**config.mk**
```make
export PLATFORM = sky130hd
export DESIGN_NAME = signed_binary_to_decimal_ascii_unit
export DESIGN_NICKNAME = d
export VERILOG_FILES = /design/src/hw/rtl/sbda_pkg.sv /design/src/hw/rtl/signed_binary_to_decimal_ascii_unit.sv
export SDC_FILE = /design/constraint.sdc
export NUM_CORES = 1
export LEC_CHECK = 0
export ABC_AREA = 0
export BUFFER_PORTS_ARGS = -buffer_cell sky130_fd_sc_hd__buf_2
export CELL_PAD_IN_SITES_DETAIL_PLACEMENT = 2
export CELL_PAD_IN_SITES_GLOBAL_PLACEMENT = 2
export CORE_ASPECT_RATIO = 0.6
export CORE_MARGIN = 2
export CORE_UTILIZATION = 36
export DETAILED_ROUTE_END_ITERATION = 6
export GPL_TIMING_DRIVEN = 0
export HOLD_SLACK_MARGIN = 0.15
export PLACE_DENSITY = 0.76
export SYNTH_ARGS = -nofsm -noshare
export SYNTH_HDL_FRONTEND = slang
export SYNTH_SLANG_ARGS = --single-unit
```
**constraint.sdc**
```tcl
create_clock -name clk_i -period 8 [get_ports clk_i]
set_input_delay 1.6 -clock clk_i [delete_from_list [all_inputs] [get_ports clk_i]]
set_output_delay 1.6 -clock clk_i [all_outputs]
set_load 0.05 [all_outputs]
```
**src/hw/rtl/sbda_pkg.sv**
```systemverilog
// ----------------------------------------------------------------------------
// sbda_pkg
// Types and constants for the signed binary to decimal ASCII unit.
// ----------------------------------------------------------------------------
package sbda_pkg;

  localparam int unsigned ValueW    = 64;
  localparam int unsigned NumDigits = 19;
  localparam int unsigned BcdW      = 4 * NumDigits;
  localparam int unsigned CharW     = 6;
  localparam int unsigned PosW      = 5;
  localparam int unsigned DigIdxW   = $clog2(NumDigits);
  localparam int unsigned BitCntW   = $clog2(ValueW);

  localparam logic [CharW-1:0] CharMinus = 6'd45;
  localparam logic [CharW-1:0] CharZero  = 6'd48;

  typedef logic [3:0] bcd_digit_t;
  typedef bcd_digit_t [NumDigits-1:0] bcd_t;

  typedef enum logic [2:0] {
    StIdle = 3'b001,
    StConv = 3'b010,
    StEmit = 3'b100
  } state_e;

endpackage

```
**src/hw/rtl/signed_binary_to_decimal_ascii_unit.sv**
```systemverilog
// ----------------------------------------------------------------------------
// signed_binary_to_decimal_ascii_unit
// Converts a signed 64-bit value to its decimal ASCII text, one character
// per output item, most significant first, using bit-serial double dabble.
// ----------------------------------------------------------------------------
// Flow: an accepted item is converted by the bit-serial BCD shift in StConv,
//   then StEmit registers one character per cycle while the output is not
//   stalled; no new item is accepted until its last character is issued.
// Reset: control state (FSM, counters, output valid) clears asynchronously.
module signed_binary_to_decimal_ascii_unit
  import sbda_pkg::*;
(
  input  logic                     clk_i,
  input  logic                     rst_ni,
  input  logic                     in_valid_i,
  output logic                     in_ready_o,
  input  logic signed [ValueW-1:0] value_i,
  output logic                     out_valid_o,
  input  logic                     out_ready_i,
  output logic [CharW-1:0]         char_code_o,
  output logic [PosW-1:0]          position_o,
  output logic                     last_o
);

  state_e               state_q, state_d;
  logic [ValueW-1:0]    mag_q, mag_d;
  bcd_t                 bcd_q, bcd_d;
  bcd_t                 corr;
  logic [BcdW-1:0]      corr_flat;
  logic [BitCntW-1:0]   bit_cnt_q, bit_cnt_d;
  logic [PosW-1:0]      nd_q, nd_d;
  logic [PosW-1:0]      nd_conv;
  logic [DigIdxW-1:0]   top_idx;
  logic [DigIdxW-1:0]   dig_idx_q, dig_idx_d;
  logic                 sign_q, sign_d;
  logic [PosW-1:0]      pos_q, pos_d;
  logic                 out_valid_q, out_valid_d;
  logic [CharW-1:0]     char_q, char_d;
  logic [PosW-1:0]      opos_q, opos_d;
  logic                 last_q, last_d;
  logic [ValueW-1:0]    raw;
  logic                 out_free;

  assign raw       = value_i;
  assign out_free  = !out_valid_q || out_ready_i;
  assign top_idx   = DigIdxW'(nd_q - PosW'(1));

  always_comb begin
    for (int i = 0; i < NumDigits; i++) begin
      corr[i] = (bcd_q[i] >= 4'd5) ? bcd_q[i] + 4'd3 : bcd_q[i];
    end
    corr_flat = corr;
  end

  // significant digit count starts at one with the first set bit and grows when the top digit carries into the next
  always_comb begin
    if (nd_q == '0) begin
      nd_conv = mag_q[ValueW-1] ? PosW'(1) : '0;
    end else if (corr[top_idx][3]) begin
      nd_conv = nd_q + PosW'(1);
    end else begin
      nd_conv = nd_q;
    end
  end

  always_comb begin
    state_d     = state_q;
    mag_d       = mag_q;
    bcd_d       = bcd_q;
    bit_cnt_d   = bit_cnt_q;
    nd_d        = nd_q;
    dig_idx_d   = dig_idx_q;
    sign_d      = sign_q;
    pos_d       = pos_q;
    out_valid_d = out_valid_q && !out_ready_i;
    char_d      = char_q;
    opos_d      = opos_q;
    last_d      = last_q;

    unique case (state_q)
      StIdle: begin
        if (in_valid_i) begin
          mag_d     = raw[ValueW-1] ? (~raw + ValueW'(1)) : raw;
          sign_d    = raw[ValueW-1];
          bcd_d     = '0;
          bit_cnt_d = '0;
          nd_d      = '0;
          state_d   = StConv;
        end
      end
      StConv: begin
        bcd_d     = bcd_t'({corr_flat[BcdW-2:0], mag_q[ValueW-1]});
        mag_d     = {mag_q[ValueW-2:0], 1'b0};
        nd_d      = nd_conv;
        bit_cnt_d = bit_cnt_q + BitCntW'(1);
        if (bit_cnt_q == BitCntW'(ValueW - 1)) begin
          if (nd_conv == '0) begin
            dig_idx_d = '0;
          end else begin
            dig_idx_d = DigIdxW'(nd_conv - PosW'(1));
          end
          pos_d   = '0;
          state_d = StEmit;
        end
      end
      StEmit: begin
        if (out_free) begin
          out_valid_d = 1'b1;
          opos_d      = pos_q;
          pos_d       = pos_q + PosW'(1);
          if (sign_q) begin
            char_d = CharMinus;
            last_d = 1'b0;
            sign_d = 1'b0;
          end else begin
            char_d    = CharZero + {2'b00, bcd_q[dig_idx_q]};
            last_d    = (dig_idx_q == '0);
            dig_idx_d = dig_idx_q - DigIdxW'(1);
            if (dig_idx_q == '0) begin
              state_d = StIdle;
            end
          end
        end
      end
      default: begin
        state_d = StIdle;
      end
    endcase
  end

  always_ff @(posedge clk_i or negedge rst_ni) begin
    if (!rst_ni) begin
      state_q     <= StIdle;
      bit_cnt_q   <= '0;
      nd_q        <= '0;
      dig_idx_q   <= '0;
      sign_q      <= 1'b0;
      pos_q       <= '0;
      out_valid_q <= 1'b0;
    end else begin
      state_q     <= state_d;
      bit_cnt_q   <= bit_cnt_d;
      nd_q        <= nd_d;
      dig_idx_q   <= dig_idx_d;
      sign_q      <= sign_d;
      pos_q       <= pos_d;
      out_valid_q <= out_valid_d;
    end
  end

  always_ff @(posedge clk_i) begin
    mag_q  <= mag_d;
    bcd_q  <= bcd_d;
    char_q <= char_d;
    opos_q <= opos_d;
    last_q <= last_d;
  end

  assign in_ready_o  = (state_q == StIdle);
  assign out_valid_o = out_valid_q;
  assign char_code_o = char_q;
  assign position_o  = opos_q;
  assign last_o      = last_q;

`ifndef SYNTHESIS
  a_accept_starts_conv: assert property (@(posedge clk_i) disable iff (!rst_ni)
    in_valid_i && in_ready_o |=> state_q == StConv)
    else $error("accepted item did not start conversion");

  a_pos_range: assert property (@(posedge clk_i) disable iff (!rst_ni)
    out_valid_o |-> position_o <= PosW'(NumDigits))
    else $error("character position out of range");

  a_minus_first: assert property (@(posedge clk_i) disable iff (!rst_ni)
    out_valid_o && char_code_o == CharMinus |-> position_o == '0 && !last_o)
    else $error("sign character misplaced");

  a_digit_count: assert property (@(posedge clk_i) disable iff (!rst_ni)
    state_q == StConv |-> nd_q <= PosW'(NumDigits))
    else $error("digit count overflow");
`endif

endmodule

```
Word-level counts from Yosys, hierarchy flattened
Cells that the tools add are included.
{ "totals": {"regBits": 178, "input_bits": 68, "out_inout_bits": 14, "elab_cells": 158} }
{ "op_classes": {"add_sub_neg": 27, "order_cmp": 21, "n_eq_ne": 9, "mux": 54, "n_bitwise": 1, "n_reduce_logical": 16} }
{ "op_table": {"columns": ["cell", "n"], "rows": [
  ["$pmux 76 s2", 1],
  ["$mux 64", 2],
  ["$pmux 64 s2", 1],
  ["$mux 4", 21],
  ["$add 4x2->4 const B", 19],
  ["$ge 4x3->1 const B", 19],
  ["$mux 76", 1],
  ["$add 64x1->64 const B", 1],
  ["$not 64->64", 1],
  ["$mux 5", 9],
  ["$bmux 4 s5", 2],
  ["$pmux 5 s2", 3],
  ["$logic_not 5->1", 3],
  ["$mux 3", 5],
  ["$sub 5x1->5 const B", 3],
  ["$lt 5x6->1 const B", 2],
  ["$pmux 6 s2", 1],
  ["$add 5x1->5 const B", 2],
  ["$ne 2x2->1 const B", 5],
  ["$pmux 3 s3", 1],
  ["$add 5x5->6 const A", 1],
  ["$add 6x1->6 const B", 1],
  ["$eq 6x6->1 const B", 1],
  ["$mux 6", 1],
  ["13 further kinds", 22]
]} }

Depth between registers and ports, before layout
Gate-level depths: netlist of the first run.
{ "depth": {"ltp_word": 10, "mapped_depth": 16, "mapped_depth_nobuf": 14} }

Worst setup path after synthesis of the first run
OpenSTA, ideal clock, no wires.
{ "synth_path": {"kind": "reg2reg", "from": "reg state_q[0]", "to": "reg nd_q[3]", "setup_time_ps": 136, "arrival_time_ps": 5665, "setup_slack_ps": 2199, "stages_incl_launch_ff": 7, "n_path_buf": 0, "synth_period_minus_slack_ps": 5801, "path_cell_list": "dfstp_2 -> nor3b_1 -> a21oi_1 -> inv_1 -> o21ai_0 -> nand2_1 -> o21ai_0"} }
{ "synth_via": {"elab_chain_len": 3, "word_cells_on_any_way": 6} }
{ "synth_lines": {"columns": ["element", "line_no", "text"], "rows": [
  ["from (decl)", "signed_binary_to_decimal_ascii_unit.sv:25", "state_e state_q, state_d;"],
  ["from (signal assigned)", "signed_binary_to_decimal_ascii_unit.sv:133", "state_q <= StIdle;"],
  ["from (signal assigned)", "signed_binary_to_decimal_ascii_unit.sv:141", "state_q <= state_d;"],
  ["$eq 3x1->1 (*)", null, null],
  ["net in_ready_o", "signed_binary_to_decimal_ascii_unit.sv:16", "output logic in_ready_o,"],
  ["$ne 2x2->1 (no source line) / $reduce_bool 2->1 (equally long branches)", null, null],
  ["$reduce_and 2->1 (no source line)", null, null],
  ["to (signal assigned)", "signed_binary_to_decimal_ascii_unit.sv:143", "nd_q <= nd_d;"],
  ["to (decl)", "signed_binary_to_decimal_ascii_unit.sv:31", "logic [PosW-1:0] nd_q, nd_d;"]
]} }
The timed path passes the listed nets; every way through them passes the cells marked *.
A chain may end at the register's enable or synchronous reset.

Worst setup path in the final report of the first run
{ "layout_path": {"from": "in value_i[12]", "to": "reg mag_q[61] (data pin)"} }
{ "layout_via": {"elab_chain_len": 5} }
{ "layout_lines": {"columns": ["element", "line_no", "text"], "rows": [
  ["from (decl)", "signed_binary_to_decimal_ascii_unit.sv:17", "input logic signed [ValueW-1:0] value_i,"],
  ["$not 64->64", "signed_binary_to_decimal_ascii_unit.sv:83", "mag_d = raw[ValueW-1] ? (~raw + ValueW'(1)) : raw;"],
  ["$add 64x1->64", "signed_binary_to_decimal_ascii_unit.sv:83", null],
  ["$mux 64", "signed_binary_to_decimal_ascii_unit.sv:83", null],
  ["$mux 64", "signed_binary_to_decimal_ascii_unit.sv:82", "if (in_valid_i) begin"],
  ["$pmux 64 s2", "signed_binary_to_decimal_ascii_unit.sv:80", "unique case (state_q)"],
  ["net mag_d[61]", "signed_binary_to_decimal_ascii_unit.sv:26", "logic [ValueW-1:0] mag_q, mag_d;"],
  ["to (signal assigned)", "signed_binary_to_decimal_ascii_unit.sv:152", "mag_q <= mag_d;"],
  ["to (decl)", "signed_binary_to_decimal_ascii_unit.sv:26", null]
]} }
The timed path passes the listed nets, and every way through them passes these cells. The select of a mux whose other input is x is not followed.

==> results of run 1 <==
metal layers:
layer	vias to the layer above	global-route usage	part of all wire
li1	4172	-	-
met5	-	0	0
met1	4553	0.3283	0.51
met2	119	0.3257	0.43
met4	0	0.05639	0.011
met3	25	0.04338	0.040
cell type report:
cell class | instances | area (sq um) | share of cell area
tap | 408 | 510.5 | 0.04104
clock buffer | 18 | 429.2 | 0.03450
multi-input combinational | 819 | 5326 | 0.4282
antenna | 1 | 2.502 | 0.0002012
clock inverter | 14 | 122.6 | 0.009858
buffer | 49 | 188.9 | 0.01519
timing repair buffer | 80 | 422.9 | 0.03400
sequential | 177 | 5186 | 0.4170
inverter | 65 | 249.0 | 0.02002
power breakdown:
| group | internal, mW | total [mW] | switching (mW) | leakage [nW] |
|---|---|---|---|---|
| Sequential | 1.47 | 1.75 | 0.273 | 1.80 |
| Clock | 0.409 | 0.834 | 0.425 | 0.265 |
| Combinational | 0.604 | 1.72 | 1.11 | 2.52 |
| Total | 2.48 | 4.30 | 1.81 | 4.59 |
per-stage QoR:
stage          cells  instance area, sq um  setup slack [ns]
2_1_floorplan   1110                 10950             2.199
3_3_place_gp    1597                 11850            0.8193
3_5_place_dp    1598                 11880             2.111
4_1_cts         1630                 12440             2.606
5_1_grt         1631                 12440             2.356
6_report        1631                 12440             2.564
sequential cells by signal (all words and copies together) (netlist names):
register,flops
out_valid_o,1
char_code_o,5
last_o,1
mag_q,64
position_o,5
pos_q,5
nd_q,5
bit_cnt_q,6
bcd_q,76
state_q,3
dig_idx_q,5
sign_q,1
kinds of logic after synthesis:
kind of cell / count (synthesis) / synth area share
xor+xnor: 89 / 0.07122
flops: 177 / 0.4738
mux: 30 / 0.05270
simple gates: 374 / 0.1588
fa+ha+maj: 47 / 0.05373
buf+inv: 114 / 0.03955
other cells: 1 / 0.0003426
compound gates: 278 / 0.1499
path summary, 6_finish.rpt:
path	from	endpoint	slack, ns
hold / removal	pos_q[4]$_DFFE_PN0P_	position_o[4]$_DFFE_PP_	0.49
setup reg to reg	nd_q[0]$_DFFE_PN0P_	dig_idx_q[0]$_DFFE_PN0P_	2.71
min in group asynchronous	rst_ni	nd_q[0]$_DFFE_PN0P_	1.16
setup / recovery	value_i[12]	mag_q[61]$_DFFE_PP_	2.56
hold reg to reg	pos_q[4]$_DFFE_PN0P_	position_o[4]$_DFFE_PP_	0.49
max in group asynchronous	rst_ni	bit_cnt_q[2]$_DFFE_PN0P_	6.41
worst max-delay path, stage by stage:
cell and delay [ns]:
buf_2 0.12, or4_4 0.56, or4_4 0.46, or4_4 0.56, or4_4 0.48, or4_1 0.40
buf_2 0.18, or3_4 0.36, or3_4 0.40, o31ai_2 0.22, xor2_1 0.19, o21ai_1 0.09
layout by cell type, fill, tap and decap left out, types with 11 or more instances in the layout:
master     instances
inv_1             63
or3_1             15
mux4_2            22
xor2_1            64
nand2b_1          11
dfrtp_1           25
ha_1              47
nor2b_1           15
a21oi_1           66
clkbuf_16         17
o21ai_0          125
o31ai_1           26
nor3_1            16
nor2_1           108
nand2_1          147
clkbuf_1          40
edfxtp_1         151
xnor2_1           25
buf_2             80
a211oi_1          15
==> results.sh, run 1 <==
export IMPL_min_period_ns=5.436
export IMPL_yosys_top_cells_area="edfxtp_1 (41%), dfrtp_1 (5.7%), o21ai_0 (5.7%)"
export IMPL_rsz0062_at_grt="false"
export IMPL_design_die_area_sq_um=31860
export IMPL_via_count=8869
export IMPL_grt_max_degree=79
export IMPL_pin_count=82
export IMPL_via_per_inst=5.438
export IMPL_slew_violations=0
export IMPL_dieWidth_microns=229.1
export IMPL_core_rowCount=49
export IMPL_drive_gt1_frac=0.1244
export IMPL_syn_to_final_growth_pct=13.64
export IMPL_fillers=3288
export IMPL_synth_nets=1225
export IMPL_clkSinkCount=177
export IMPL_synth_cell_types=62
export IMPL_relSlewSlack=0.3212
export IMPL_clk_transition_reported_paths_ns=0.08
export IMPL_synth_largest_area_cell="edfxtp_1"
export IMPL_synthArstFlopShare=0.1469
export IMPL_path_class="primary input to register"
export IMPL_min_path_cells=0
export IMPL_grt_pass1_wl_microns=54340
export IMPL_cts_resized=0
export IMPL_grt_pass1_vias=9486
export IMPL_synth_avg_cell_area_sq_um=9.861
export IMPL_grt_usage=0.2202
export IMPL_required_ns=8.20
export IMPL_cts_path_max_buffers=2
export IMPL_yosysTopAreaCellShare=0.4143
export IMPL_final_core_util=0.4157
export IMPL_start_util=0.3658
export IMPL_drtIter0Drc=663
export IMPL_worst_pin_slew_ns=1.004
export IMPL_fin_worst_skew_ns=0.01670
export IMPL_netlist_instances=1110
export IMPL_worstHoldPathType="register to register"
export IMPL_cts_tree="done"
export IMPL_clkLatencyLatePin_ns=0.47
export IMPL_worstRegToRegCells=13
export IMPL_critPathCaptureType="register"
export IMPL_crit_path_start_kind="primary input"
export IMPL_drt_total_wl_microns=34090
export IMPL_critPathMaxFanout=6
export IMPL_synth_most_common_cell="edfxtp_1"
export IMPL_hold_viol=0
export IMPL_cts_buffers=17
export IMPL_antenna_found_initial=1
export IMPL_hold_buffers=0
export IMPL_finalPower_mw=4.296
export IMPL_whs_ns=0.4913
export IMPL_min_period_over_period=0.6795
export IMPL_wl_per_cell_microns=20.90
export IMPL_maxCapViolations=0
export IMPL_antenna_left=0
export IMPL_fmax_ghz=0.1840
export IMPL_p_per_area_nw_per_um2=345.4
export IMPL_post_cts_buffers=0
export IMPL_yosysSeqAreaShare=0.4738
export IMPL_finalSetupViolCount=0
export IMPL_synthFlopType="edfxtp_1"
export IMPL_syn_area_sq_um=10950
export IMPL_drtPass1Iterations=5
export IMPL_ys_top_cells_by_count="edfxtp_1 (151), nand2_1 (147), o21ai_0 (125), nor2_1 (108), a21oi_1 (66)"
export IMPL_cellLeakagePower_nw=4.591
export IMPL_status="completed"
export IMPL_dp_hpwl_microns=25500
export IMPL_grt_overflow_total=0
export IMPL_drc=0
export IMPL_finalSetupTns_ns=0
export IMPL_synth_edf_count=151
export IMPL_cp_data_arrival_time_ns=5.64
export IMPL_ir_drop_mv=0.2246
export IMPL_ys_seq_elements=177
export IMPL_nets=1324
export IMPL_cts_htree_levels=4
export IMPL_port_buffers=79
export IMPL_gp_congestion=0.8154
export IMPL_clock_tree_root_cell="clkbuf_16"
export IMPL_synth_warnings=0
export IMPL_dieHeight_microns=139.1
export IMPL_core_area_sq_um=29920
Note: power is estimated with default switching activity, not from simulation.
==> run 2, diff against run 1 <==
--- a/config.mk
+++ b/config.mk
@@ -15,7 +15,7 @@
 export DETAILED_ROUTE_END_ITERATION = 6
 export GPL_TIMING_DRIVEN = 0
 export HOLD_SLACK_MARGIN = 0.15
-export PLACE_DENSITY = 0.76
+export PLACE_DENSITY = 0.79
 export SYNTH_ARGS = -nofsm -noshare
 export SYNTH_HDL_FRONTEND = slang
 export SYNTH_SLANG_ARGS = --single-unit
==> constraint.sdc (replaced) <==
create_clock -name clk_i -period 4.4 [get_ports clk_i]
set_input_delay 0.88 -clock clk_i [delete_from_list [all_inputs] [get_ports clk_i]]
set_output_delay 0.88 -clock clk_i [all_outputs]
set_load 0.05 [all_outputs]
==> results.sh, run 2 (same netlist as run 1, synthesis figures left out) <==
export IMPL_grt_pass1_vias=9675
export IMPL_required_ns=4.60
export IMPL_path_class="primary input to register"
export IMPL_cts_tree="done"
export IMPL_hold_buffers=0
export IMPL_finalSetupTns_ns=-0.1566
export IMPL_violations="setup timing"
export IMPL_critPathMaxFanout=5
export IMPL_dp_slack_ns=-0.7719
export IMPL_antenna_left=0
export IMPL_reg2reg_slack_ns=0.17
export IMPL_dieWidth_microns=229.1
export IMPL_min_period_ns=4.463
export IMPL_dp_hpwl_microns=26370
export IMPL_hold_viol=0
export IMPL_critPathCaptureType="register"
export IMPL_port_buffers=79
export IMPL_cts_buffers=17
export IMPL_drc=0
export IMPL_top_register="bcd_q"
export IMPL_finalSetupViolCount=3
export IMPL_core_area_sq_um=29920
export IMPL_path_cells="buf_6 -> or4_4 -> or4_4 -> or4_4 -> or4_4 -> or4_4 -> or3_4 -> or3_4 -> o31ai_4 -> xor2_1 -> o21ai_1"
export IMPL_drive_gt1_frac=0.1452
export IMPL_rr_startpoint="nd_q[0]$_DFFE_PN0P_"
export IMPL_worstHoldPathType="primary input to asynchronous set/reset pin"
export IMPL_cts_htree_levels=4
export IMPL_slowest_delay_ns=0.54
export IMPL_relSlewSlack=0.3239
export IMPL_worst_slack_ns=-0.06285
export IMPL_grt_max_degree=41
export IMPL_via_per_inst=5.509
export IMPL_placed_cells=1601
export IMPL_worstRegToRegCells=13
export IMPL_layout_common_cells="edfxtp_1 (151), nand2_1 (147), o21ai_0 (123)"
export IMPL_antenna_found_initial=0
export IMPL_largest_reg_flops=76
export IMPL_crit_path_start_kind="primary input"
export IMPL_diodes=0
export IMPL_gp_congestion=0.8159
export IMPL_rsz0062_at_grt="true"
export IMPL_clock_tree_root_cell="clkbuf_16"
export IMPL_status="complete, but fails checks"
export IMPL_grt_pass1_wl_microns=56300
export IMPL_pin_count=82
export IMPL_clk_transition_reported_paths_ns=0.08
export IMPL_core_rowCount=49
export IMPL_slowest_stage="or4_4"
export IMPL_cellLeakagePower_nw=4.700
export IMPL_nets=1335
export IMPL_clkSinkCount=177
export IMPL_maxCapViolations=0
export IMPL_drt_total_wl_microns=35390
export IMPL_worst_pin_slew_ns=1.014
export IMPL_dieHeight_microns=139.1
export IMPL_drtIter0Drc=538
export IMPL_p_per_area_nw_per_um2=627.6
export IMPL_cp_data_arrival_time_ns=4.66
export IMPL_grt_usage=0.2267
export IMPL_design_die_area_sq_um=31860
export IMPL_start_util=0.3658
export IMPL_fin_worst_skew_ns=0.006974
export IMPL_via_count=9041
export IMPL_fillers=3276
export IMPL_slew_violations=0
export IMPL_worstReg2RegEnd="dig_idx_q[1]$_DFFE_PN0P_"
export IMPL_min_period_over_period=1.014
export IMPL_grt_overflow_total=0
export IMPL_top_regs="bcd_q (76), mag_q (64), bit_cnt_q (6)"
export IMPL_drtPass1Iterations=4
export IMPL_final_common_cell="edfxtp_1"
export IMPL_cpMostUsedCell="or4_4"
export IMPL_ir_drop_mv=0.2694
export IMPL_clkLatencyLatePin_ns=0.46
export IMPL_syn_to_final_growth_pct=15.78
export IMPL_fmax_ghz=0.2241
export IMPL_cts_path_max_buffers=2
export IMPL_stdcell_count=1641
export IMPL_wl_per_cell_microns=21.57
==> run 2: cell count changes in the layout (fill, tap and decap cells not counted), sizes merged <==
cell      change
buf          +12
clkbuf        -2
clkinv        +1
clkinvlp      -1
diode         -1
inv           +1
==> run 2: per-stage QoR <==
step / utilization / area (sq um) / hold slack, ns / power [mW]
after floorplan: - / 10960 / 0.4444 / 5.160
after global placement: 0.3966 / 11870 / 0.4592 / 6.158
after detailed placement: 0.3993 / 11950 / 0.4790 / 6.372
after CTS: 0.4218 / 12620 / 0.4505 / 7.973
after global routing: 0.4236 / 12670 / 0.4873 / 8.492
final: 0.4236 / 12670 / 0.4452 / 7.953
==> run 2: worst max-delay path, delay by kind of cell <==
| kind | cells | cell delay [ns] |
|---|---|---|
| AO/OA/AOI/OAI | 2 | 0.31 |
| buffers and inverters | 1 | 0.09 |
| XOR/XNOR | 1 | 0.18 |
| AND/OR/NAND/NOR | 7 | 3.20 |
==> run 2: per-layer routing <==
| layer | GRT usage | vias to the layer above | part of all wire |
|---|---|---|---|
| met5 | 0 | - | 0 |
| met1 | 0.3452 | 4685 | 0.51 |
| met3 | 0.03125 | 27 | 0.029 |
| li1 | - | 4194 | - |
| met4 | 0.05024 | 0 | 0.0094 |
| met2 | 0.3410 | 135 | 0.45 |
==> run 2: report_power, final <==
part	leakage (nW)	internal (mW)	switching, mW
clock	0.284	0.754	0.792
combinational	2.61	1.16	2.06
sequential	1.80	2.67	0.516
total	4.70	4.58	3.37
==> run 2: final cells by class <==
class | count | area [sq um] | share of cell area
Timing Repair Buffer | 93 | 563.0 | 0.04443
Multi-Input combinational cell | 819 | 5414 | 0.4272
Inverter | 65 | 249.0 | 0.01965
Tap cell | 408 | 510.5 | 0.04028
Clock inverter | 15 | 141.4 | 0.01116
Buffer | 47 | 181.4 | 0.01432
Clock buffer | 17 | 425.4 | 0.03357
Sequential cell | 177 | 5187 | 0.4094
==> run 2: repair_timing <==
action,CTS,global route
hold endpoints to repair,0,0
gates resized for setup,13,9
pin swaps,2,1
setup buffers,7,3
endpoints found under the setup margin,15,15
==> run 2: worst max path at each step <==
stage	startpoint	endpoint	slack, ns	cells past startpoint
6_report	value_i[12]	mag_q[57]$_DFFE_PP_	-0.06	11
5_1_grt	value_i[12]	mag_q[57]$_DFFE_PP_	-0.12	11
4_1_cts	value_i[12]	mag_q[61]$_DFFE_PP_	-0.10	12
3_5_place_dp	value_i[10]	mag_q[61]$_DFFE_PP_	-0.77	12
3_3_place_gp	state_q[0]$_DFFE_PN1P_	bcd_q[30]$_SDFFCE_PN0P_	-1.55	5
2_1_floorplan	value_i[12]	mag_q[59]$_DFFE_PP_	-0.37	11
